===== config.mk =====
export PLATFORM = sky130hd
export DESIGN_NAME = utf16_to_utf8_escaping_encoder_core
export DESIGN_NICKNAME = d
export VERILOG_FILES = /design/src/utf8enc_pkg.sv /design/src/utf16_to_utf8_escaping_encoder_core.sv
export SDC_FILE = /design/constraint.sdc
export NUM_CORES = 1
export LEC_CHECK = 0
export BUFFER_PORTS_ARGS = -buffer_cell sky130_fd_sc_hd__buf_4
export CORE_AREA = 2 2 108 110
export DETAILED_ROUTE_END_ITERATION = 10
export DIE_AREA = 0 0 110 112
export PLACE_DENSITY = 0.65
export SYNTH_ARGS = -nofsm -noshare
export SYNTH_HDL_FRONTEND = slang
export SYNTH_SLANG_ARGS = --single-unit

===== constraint.sdc =====
create_clock -name clk -period 3.3 [get_ports clk]
set_clock_uncertainty 0.05 [all_clocks]
set_input_delay 0.33 -clock clk [delete_from_list [all_inputs] [get_ports clk]]
set_output_delay 0.33 -clock clk [all_outputs]
set_load 0.01 [all_outputs]

===== src/utf8enc_pkg.sv =====
// Types, constants and the per-unit UTF-8 encode function of the encoder.
package utf8enc_pkg;

  localparam int unsigned MAX_BYTES = 5;

  // name modes
  localparam logic [1:0] MODE_PLAIN = 2'd0;
  localparam logic [1:0] MODE_NICK  = 2'd1;
  localparam logic [1:0] MODE_CHAN  = 2'd2;

  // register indexes
  localparam logic [1:0] REG_NAME_MODE   = 2'd0;
  localparam logic [1:0] REG_ESC_CTRL    = 2'd1;
  localparam logic [1:0] REG_ESC_WILD    = 2'd2;

  // prefix phase
  localparam logic [1:0] PH_START = 2'd0;
  localparam logic [1:0] PH_PCT   = 2'd1;
  localparam logic [1:0] PH_BODY  = 2'd2;

  localparam logic [7:0] CH_TAB   = 8'h09;
  localparam logic [7:0] CH_LF    = 8'h0A;
  localparam logic [7:0] CH_CR    = 8'h0D;
  localparam logic [7:0] CH_SPACE = 8'h20;
  localparam logic [7:0] CH_HASH  = 8'h23;
  localparam logic [7:0] CH_PCT   = 8'h25;
  localparam logic [7:0] CH_AMP   = 8'h26;
  localparam logic [7:0] CH_QUOTE = 8'h27;
  localparam logic [7:0] CH_STAR  = 8'h2A;
  localparam logic [7:0] CH_COMMA = 8'h2C;
  localparam logic [7:0] CH_QMARK = 8'h3F;
  localparam logic [7:0] CH_BSL   = 8'h5C;
  localparam logic [7:0] CH_LC_B  = 8'h62;
  localparam logic [7:0] CH_LC_C  = 8'h63;
  localparam logic [7:0] CH_LC_N  = 8'h6E;
  localparam logic [7:0] CH_LC_R  = 8'h72;
  localparam logic [7:0] CH_LC_T  = 8'h74;

  typedef struct packed {
    logic [1:0]      cnt;    // 1..3
    logic [2:0][7:0] bytes;  // bytes[0] goes out first
  } enc_t;

  function automatic enc_t encode_unit(input logic [15:0] u, input logic esc_c,
                                       input logic esc_w);
    enc_t       e;
    logic [7:0] esc;
    e   = '0;
    esc = 8'h00;
    if (esc_c) begin
      priority if (u == {8'h00, CH_LF})    esc = CH_LC_N;
      else if (u == {8'h00, CH_CR})        esc = CH_LC_R;
      else if (u == {8'h00, CH_TAB})       esc = CH_LC_T;
      else if (u == {8'h00, CH_SPACE})     esc = CH_LC_B;
      else if (u == {8'h00, CH_COMMA})     esc = CH_LC_C;
      else if (u == {8'h00, CH_BSL})       esc = CH_BSL;
      else                                 esc = 8'h00;
    end
    if (esc == 8'h00 && esc_w) begin
      priority if (u == {8'h00, CH_STAR})  esc = CH_STAR;
      else if (u == {8'h00, CH_QMARK})     esc = CH_QMARK;
      else                                 esc = 8'h00;
    end
    priority if (esc != 8'h00) begin
      e.cnt      = 2'd2;
      e.bytes[0] = CH_BSL;
      e.bytes[1] = esc;
    end else if (u <= 16'h007F) begin
      e.cnt      = 2'd1;
      e.bytes[0] = u[7:0];
    end else if (u <= 16'h07FF) begin
      e.cnt      = 2'd2;
      e.bytes[0] = {3'b110, u[10:6]};
      e.bytes[1] = {2'b10, u[5:0]};
    end else begin
      e.cnt      = 2'd3;
      e.bytes[0] = {4'b1110, u[15:12]};
      e.bytes[1] = {2'b10, u[11:6]};
      e.bytes[2] = {2'b10, u[5:0]};
    end
    return e;
  endfunction

endpackage


===== src/utf16_to_utf8_escaping_encoder_core.sv =====
// UTF-16 to UTF-8 encoder with escaping and name prefixes: top level.
//
// Input channel (in_valid/in_ready) carries one 16-bit code unit per beat;
// in_last_unit marks the final unit of a string. Output channel
// (out_valid/out_ready) carries one UTF-8 byte per beat; out_last_byte is
// set on the final byte of the string. Each unit yields 1 to 5 bytes
// (prefix, escape pair or 1/2/3-byte UTF-8 form).
// Config registers (cfg_we/cfg_index/cfg_data): 0 name_mode, 1 escape
// controls, 2 escape wildcards; write them only while the block is idle.
// The first byte of an accepted unit goes through the byte buffer and then
// the output register. Throughput is one output byte per cycle while
// out_ready is high, set by the single byte-wide output register. A new
// unit is accepted in the same cycle the last byte of the previous one
// moves to the output. Reset (rst_n low, synchronous) clears the config
// registers, the prefix phase and both pipeline stages. When out_ready is
// low the output byte holds, the byte buffer holds, and in_ready drops
// once the buffer is full.
module utf16_to_utf8_escaping_encoder_core
  import utf8enc_pkg::*;
(
  input  logic        clk,
  input  logic        rst_n,
  input  logic        cfg_we,
  input  logic [1:0]  cfg_index,
  input  logic [1:0]  cfg_data,
  input  logic        in_valid,
  output logic        in_ready,
  input  logic [15:0] in_code_unit,
  input  logic        in_last_unit,
  output logic        out_valid,
  input  logic        out_ready,
  output logic [7:0]  out_byte,
  output logic        out_last_byte
);

  logic [1:0] name_mode_r;
  logic       esc_ctrl_r;
  logic       esc_wild_r;
  logic [1:0] phase_r, phase_nxt;

  logic [MAX_BYTES-1:0][7:0] work_byte_r, work_byte_nxt;
  logic [2:0]                work_cnt_r, work_cnt_nxt;
  logic                      work_last_r, work_last_nxt;

  logic       out_valid_r, out_valid_nxt;
  logic [7:0] out_byte_r, out_byte_nxt;
  logic       out_last_r, out_last_nxt;

  logic       in_acc, out_load;
  logic       hash_amp, is_pct;
  enc_t       enc;
  logic [1:0][7:0] pre;
  logic [1:0] pre_cnt;
  logic       body_en;
  logic [2:0] item_cnt;
  logic [2:0] j;
  logic [MAX_BYTES-1:0][7:0] item_bytes;

  assign out_load = (work_cnt_r != 3'd0) && (!out_valid_r || out_ready);
  assign in_ready = (work_cnt_r == 3'd0) || ((work_cnt_r == 3'd1) && out_load);
  assign in_acc   = in_valid && in_ready;

  // build the byte list for the incoming unit
  always_comb begin
    hash_amp  = (in_code_unit == {8'h00, CH_HASH}) || (in_code_unit == {8'h00, CH_AMP});
    is_pct    = (in_code_unit == {8'h00, CH_PCT});
    enc       = encode_unit(in_code_unit, esc_ctrl_r, esc_wild_r);
    pre       = '0;
    pre_cnt   = 2'd0;
    body_en   = 1'b1;
    phase_nxt = PH_BODY;
    priority if (name_mode_r == MODE_CHAN && phase_r == PH_START) begin
      pre[0] = CH_PCT;
      if (is_pct) begin
        // leading percent consumed; a lone one still gets the hash
        pre[1]    = CH_HASH;
        pre_cnt   = in_last_unit ? 2'd2 : 2'd1;
        body_en   = 1'b0;
        phase_nxt = PH_PCT;
      end else begin
        pre[1]  = hash_amp ? in_code_unit[7:0] : CH_HASH;
        pre_cnt = 2'd2;
        body_en = !hash_amp;
      end
    end else if (name_mode_r == MODE_CHAN && phase_r == PH_PCT) begin
      pre[0]  = hash_amp ? in_code_unit[7:0] : CH_HASH;
      pre_cnt = 2'd1;
      body_en = !hash_amp;
    end else if (name_mode_r == MODE_NICK && phase_r == PH_START) begin
      pre[0]  = CH_QUOTE;
      pre_cnt = 2'd1;
    end else begin
      pre_cnt = 2'd0;
    end
    if (in_last_unit) phase_nxt = PH_START;

    item_cnt = {1'b0, pre_cnt} + (body_en ? {1'b0, enc.cnt} : 3'd0);
    for (int i = 0; i < MAX_BYTES; i++) begin
      j = 3'(i) - {1'b0, pre_cnt};
      if (3'(i) < {1'b0, pre_cnt}) item_bytes[i] = pre[i[0]];
      else if (j < 3'd3)           item_bytes[i] = enc.bytes[j[1:0]];
      else                         item_bytes[i] = 8'h00;
    end
  end

  // byte buffer and output register
  always_comb begin
    work_byte_nxt = work_byte_r;
    work_cnt_nxt  = work_cnt_r;
    work_last_nxt = work_last_r;
    if (in_acc) begin
      work_byte_nxt = item_bytes;
      work_cnt_nxt  = item_cnt;
      work_last_nxt = in_last_unit;
    end else if (out_load) begin
      work_byte_nxt = work_byte_r >> 8;
      work_cnt_nxt  = work_cnt_r - 3'd1;
    end

    out_valid_nxt = out_valid_r;
    out_byte_nxt  = out_byte_r;
    out_last_nxt  = out_last_r;
    if (out_load) begin
      out_valid_nxt = 1'b1;
      out_byte_nxt  = work_byte_r[0];
      out_last_nxt  = work_last_r && (work_cnt_r == 3'd1);
    end else if (out_ready) begin
      out_valid_nxt = 1'b0;
    end
  end

  always_ff @(posedge clk) begin
    if (!rst_n) begin
      name_mode_r <= MODE_PLAIN;
      esc_ctrl_r  <= 1'b0;
      esc_wild_r  <= 1'b0;
      phase_r     <= PH_START;
      work_cnt_r  <= 3'd0;
      out_valid_r <= 1'b0;
    end else begin
      if (cfg_we) begin
        unique case (cfg_index)
          REG_NAME_MODE: name_mode_r <= cfg_data;
          REG_ESC_CTRL:  esc_ctrl_r  <= cfg_data[0];
          REG_ESC_WILD:  esc_wild_r  <= cfg_data[0];
          default: ;
        endcase
      end
      if (in_acc) phase_r <= phase_nxt;
      work_cnt_r  <= work_cnt_nxt;
      out_valid_r <= out_valid_nxt;
    end
  end

  always_ff @(posedge clk) begin
    work_byte_r <= work_byte_nxt;
    work_last_r <= work_last_nxt;
    out_byte_r  <= out_byte_nxt;
    out_last_r  <= out_last_nxt;
  end

  assign out_valid     = out_valid_r;
  assign out_byte      = out_byte_r;
  assign out_last_byte = out_last_r;

endmodule


==> impl_metrics.toml, run 1 <==
[setup_path]
critical-path-top-delay-family = "simple AND/OR/NAND/NOR gates"
crit_path_max_fanout = 14
r2r_start = "name_mode_r[1]"
slowest_delay_ps = 520
path_buf_inv = 1
crit_arrival_ps = 3100
worstSetupPathType = "input pin to register"
cp-start-kind = "input pin"
r2r_cells = 8
regToRegSetupSlack_ps = 260
reg2reg_to = "work_byte_r[2]"
required_ps = 3320
crit_chain = "buf_4 -> nor4b_1 -> nand4_1 -> or2_1 -> o31ai_4 -> ha_1 -> nor2_1 -> and3b_1 -> a221oi_1 -> o22ai_1"
cp.depth = 10
startpoint = "in_code_unit[4]"
critPathSlowestCell = "nor4b_1"
end_kind = "register"

[placed_design]
dp_hpwl_um = 8490
portBuffers = 36
place_area_um2 = 4370
gp_congestion = 0.914
pre_cts_slack_ps = -25.5

[clock_network]
ctsResizeCount = 0
clock_latency_ps = 330
cts_buffer_depth = 2
cts_tree = "done"
cts.sinks = 60
htreeDepth = 3
cts_setup_buffers = 0
clkTransAtPathRegs_ps = 50
clock_tree.root_cell = "clkbuf_16"
holdBufCountCts = 0
cts_buffers = 9

[drt]
vias_per_cell = 5.84
drc = 0
first_pass_iters = 5
drt_iter0_markers = 334
wirelength_um = 11300
wl_per_cell_um = 19.0
via_count = 3475
ant_nets = 0

[worst_hold_path]
hold_path.class = "input pin to register"
holdCritStartpoint = "in_last_unit"
whs_endpoint = "work_last_r"
holdPathStages = 1

[floorplanning]
rows = 39
placeableCoreArea_um2 = 11200
io_pins = 37
die_area_um2 = 12300
initial_core_util_pct = 34.5
die_h_um = 112
die_x_um = 110

[job]
maxCapViolations = 0

[power]
power.total_w = 0.00370
vdd_drop_max_mv = 0.396
power_density_nw_per_um2 = 789
p_leak_nw = 1.81

[synthesis]
synth_area_per_cell_um2 = 9.57
syn_inst = 403
yosysTopAreaCell = "edfxtp_1"
ys_seq_elements = 60
ys_warn_count = 0
synth_area_um2 = 3860
syn_nets = 438
ys_seq_area_share_pct = 44.1
synth_ff_type = "edfxtp_1"
ys_types = 74
async_flop_share_pct = 0
synth_edf_count = 50
synth.area.top_cells = "edfxtp_1 39%, dfxtp_1 5.2%, nand2_1 4.0%, nor2_1 3.1%, a21oi_1 2.7%"
synth_top_area_share_pct = 38.9

[layout]
fin_util_pct = 41.9
stdcell_area_um2 = 4680
area_delta_synth_final_pct = 21.4
drive_above_1_share_pct = 19.9
num_antenna_cells = 0
finalNetCount = 482

[timing]
slew_viol_final = 0
hold_ws_ps = 201
rsz0062_at_grt = "no"
setup_ws_ps = 224
max_slew_margin_pct = 57.7
fmax_mhz = 325
hold_violations = 0
finalSetupViolations = 0
period_minus_slack_ps = 3080
fin_crit_sh_pct = 93.2
worst_slew_pin_slew_ps = 633

[grt]
grt_pass1_vias = 3459
track_usage_pct = 19.2
grt_overflow = 0
grt_max_degree = 52
grt_pass1_wl_um = 18200
antenna_found_initial = 0

[run_status]
status = "finished, final reports clean"
## layout by cell type (no fill, tap or decap), types with 7 or more instances in the layout
cell type	instances
inv_1	9
and3_1	8
a21o_1	7
clkbuf_16	9
nand2_1	41
buf_4	60
a22oi_1	8
ha_1	8
o21ai_0	19
nor2_1	32
nor2b_1	10
edfxtp_1	50
nor3_1	14
a21oi_1	21
nand2b_1	7
mux2i_1	8
nand4_1	7
nand3_1	11
dfxtp_1	10
## kinds of logic (layout without fill, tap and decap cells)
family          Yosys count  count (layout)  share of synthesized area, %
xor+xnor                  5               5                          1.14
buf+inv                  37              86                          4.09
fa+ha+maj                 9               9                          3.11
compound gates          114             114                          21.0
simple gates            170             170                          24.5
flops                    60              60                          44.1
mux                       8               8                          2.08
## metrics by stage
step / cells / setup TNS [ps]
floorplan: 403 / 0
global placement: 579 / 0
detailed placement: 579 / -53.5
CTS: 595 / 0
global route: 595 / 0
finish: 595 / 0
## metal layers
| layer | vias to the layer above | part of all wire [%] | GRT usage [%] |
|---|---|---|---|
| met3 | 27 | 6.6 | 3.22 |
| li1 | 1624 | - | - |
| met4 | 0 | 2.1 | 7.26 |
| met5 | - | 0 | 0 |
| met1 | 1655 | 43 | 25.5 |
| met2 | 169 | 48 | 31.1 |
## flip-flops by register name, indices dropped and copies added (netlist names)
signal	count
work_last_r	1
out_last_byte	1
name_mode_r	2
phase_r	2
work_cnt_r	3
out_byte	8
work_byte_r	40
out_valid	1
esc_wild_r	1
esc_ctrl_r	1
## cell type report
cell class | instances | area [um^2]
Tap cell | 143 | 179
Multi-Input combinational cell | 306 | 2000
Clock inverter | 6 | 88.8
Inverter | 10 | 37.5
Sequential cell | 60 | 1700
Timing Repair Buffer | 60 | 450
Clock buffer | 10 | 229
Fill cell | 1110 | 6490
## worst max-delay path by stage
stage                     slack [ps]               to
after global routing              70   work_byte_r[1]
final                            220  work_byte_r[17]
after detailed placement         -30   work_byte_r[1]
after CTS                        320   work_byte_r[1]
after global placement           120  work_byte_r[17]
after floorplan                   70   work_byte_r[1]
## worst register-to-register path: stages, from the launching register on
cell	delay, ps
dfxtp_1	360
or3b_2	490
mux2i_1	470
o31ai_4	210
ha_1	380
buf_4	200
nor2_1	80
a221oi_1	390
o21ai_1	140
## cells in the mapped netlist (all sizes together) (4+ instances only)
master	n
ha	8
nand3b	5
a221oi	5
nand4b	4
o21ai	21
mux2i	8
a22oi	8
buf	8
and3	8
a21oi	21
nor4	6
nand4	7
nand2b	7
nor2b	10
xnor2	4
a21o	7
nor3	14
nor2	32
or2	5
edfxtp	50
a22o	4
dfxtp	10
a31oi	5
o22ai	5
nand2	41
clkbuf	19
inv	10
nand3	11
## report_power, final
part / switching, W / total, W / internal (W) / leakage (nW)
registers: 0.000108 / 0.00148 / 0.00138 / 0.594
logic: 0.000752 / 0.00122 / 0.000466 / 1.06
clock network: 0.000336 / 0.000996 / 0.000660 / 0.150
Note: power is estimated with default switching activity, not from simulation.
==> inputs of run 2 (changes only) <==
--- a/config.mk
+++ b/config.mk
@@ -7,6 +7,7 @@
 export LEC_CHECK = 0
 export BUFFER_PORTS_ARGS = -buffer_cell sky130_fd_sc_hd__buf_4
 export CORE_AREA = 2 2 108 110
+export CTS_BUF_LIST = sky130_fd_sc_hd__clkbuf_8 sky130_fd_sc_hd__clkbuf_16
 export DETAILED_ROUTE_END_ITERATION = 10
 export DIE_AREA = 0 0 110 112
 export PLACE_DENSITY = 0.65
==> run 2 against run 1 <==
Net effect: largest cell class unchanged; clock power shrank 0.4%; flip-flop and latch count stayed put; hold slack about the same; clock-buffer cell count fell by 1; register-to-register slack better by 20 ps.
==> impl_metrics.toml, run 2 (synthesis gave the netlist of run 1 again) <==
[clock_network]
cts_buffer_depth = 2
holdBufCountCts = 0
clock_tree.root_cell = "clkbuf_16"
clkTransAtPathRegs_ps = 50
htreeDepth = 3
clock_latency_ps = 330
cts_tree = "done"
cts_setup_buffers = 0
ctsResizeCount = 0
cts_buffers = 9
cts.sinks = 60

[setup_path]
reg2reg_to = "work_byte_r[2]"
worstSetupPathType = "input pin to register"
end_kind = "register"
crit_chain = "buf_4 -> nor4b_1 -> nand4_1 -> or2_1 -> o31ai_4 -> ha_1 -> nor2_1 -> and3b_1 -> a221oi_1 -> o22ai_1"
crit_path_max_fanout = 14
crit_arrival_ps = 3100
cp-start-kind = "input pin"
r2r_start = "name_mode_r[1]"
regToRegSetupSlack_ps = 280
r2r_cells = 8
required_ps = 3320
critPathSlowestCell = "nor4b_1"
slowest_delay_ps = 520

[drt]
wl_per_cell_um = 19.1
vias_per_cell = 5.82
drt_iter0_markers = 334
wirelength_um = 11400
drc = 0
via_count = 3462
ant_nets = 0
first_pass_iters = 6

[power]
p_leak_nw = 1.81
vdd_drop_max_mv = 0.396
power.total_w = 0.00369
power_density_nw_per_um2 = 789

[layout]
regMostFlops = "work_byte_r"
num_antenna_cells = 0
finalNonFillerCells = 595
fin_util_pct = 41.9
most-common-layout-cells = "60 x buf_4, 50 x edfxtp_1, 41 x nand2_1"
multi_input_area_um2 = 2000
mostFrequentLayoutCell = "buf_4"
fillers = 1110
largest_register_ffs = 40
drive_above_1_share_pct = 19.9
area_delta_synth_final_pct = 21.4
finalNetCount = 482
ff_latch_area_um2 = 1700

[timing]
max_slew_margin_pct = 57.7
fin_crit_sh_pct = 93.2
finalSetupViolations = 0
period_minus_slack_ps = 3070
setup_ws_ps = 225
tns_ps = 0
rsz0062_at_grt = "no"
slew_viol_final = 0
fmax_mhz = 325
worst_slew_pin_slew_ps = 633
hold_violations = 0

[grt]
grt_max_degree = 52
track_usage_pct = 19.2
grt_overflow = 0
antenna_found_initial = 0
grt_pass1_vias = 3459
grt_pass1_wl_um = 18200

[floorplanning]
io_pins = 37
rows = 39
initial_core_util_pct = 34.5
die_x_um = 110
die_h_um = 112
placeableCoreArea_um2 = 11200
die_area_um2 = 12300

[placed_design]
dp_hpwl_um = 8490
dpl.cell_count = 579
gp_congestion = 0.914
portBuffers = 36
pre_cts_slack_ps = -25.5

[worst_hold_path]
holdCritStartpoint = "in_last_unit"
whs_endpoint = "work_last_r"
hold_path.class = "input pin to register"
holdPathStages = 1

[job]
maxCapViolations = 0

[run_status]
status = "finished, final reports clean"
## run 2: worst max-delay path by stage
| stage | startpoint | endpoint | slack [ps] |
|---|---|---|---|
| after floorplan | in_code_unit[10] | work_byte_r[1] | 70 |
| after global placement | in_code_unit[4] | work_byte_r[17] | 120 |
| after detailed placement | in_code_unit[4] | work_byte_r[1] | -30 |
| after CTS | in_code_unit[4] | work_byte_r[1] | 320 |
| after global routing | in_code_unit[4] | work_byte_r[1] | 70 |
| final | in_code_unit[4] | work_byte_r[17] | 230 |
## run 2: report_power, final
group	internal [W]	total [W]	switching [W]	leakage, nW
logic	0.000466	0.00122	0.000753	1.06
clock network	0.000657	0.000992	0.000335	0.154
registers	0.00138	0.00148	0.000108	0.594
total	0.00250	0.00369	0.00120	1.81
## run 2: stage by stage
| stage | area [um^2] | hold slack [ps] |
|---|---|---|
| floorplan | 3860 | 350 |
| global placement | 4370 | 351 |
| detailed placement | 4370 | 355 |
| CTS | 4680 | 193 |
| global route | 4680 | 202 |
| finish | 4680 | 201 |
## run 2: metal layers
metal / track usage, % / routed length [um]
met1: 25.5 / 4960
met5: 0 / 0
met3: 3.22 / 694
met2: 31.1 / 5520
met4: 7.26 / 193
## run 2: area by class of cell
class | instances | area share, %
multi-input combinational | 306 | 42.7
inverter | 10 | 0.801
sequential | 60 | 36.3
clock inverter | 7 | 1.98
tap | 143 | 3.82
timing repair buffer | 60 | 9.62
clock buffer | 9 | 4.81
## run 2: critical path, delay by kind of cell
| family | cells | cell delay (ps) |
|---|---|---|
| AOI/OAI and AO/OA | 3 | 900 |
| adders and majority gates | 1 | 250 |
| buffers and inverters | 1 | 160 |
| and+or+nand+nor | 5 | 1450 |
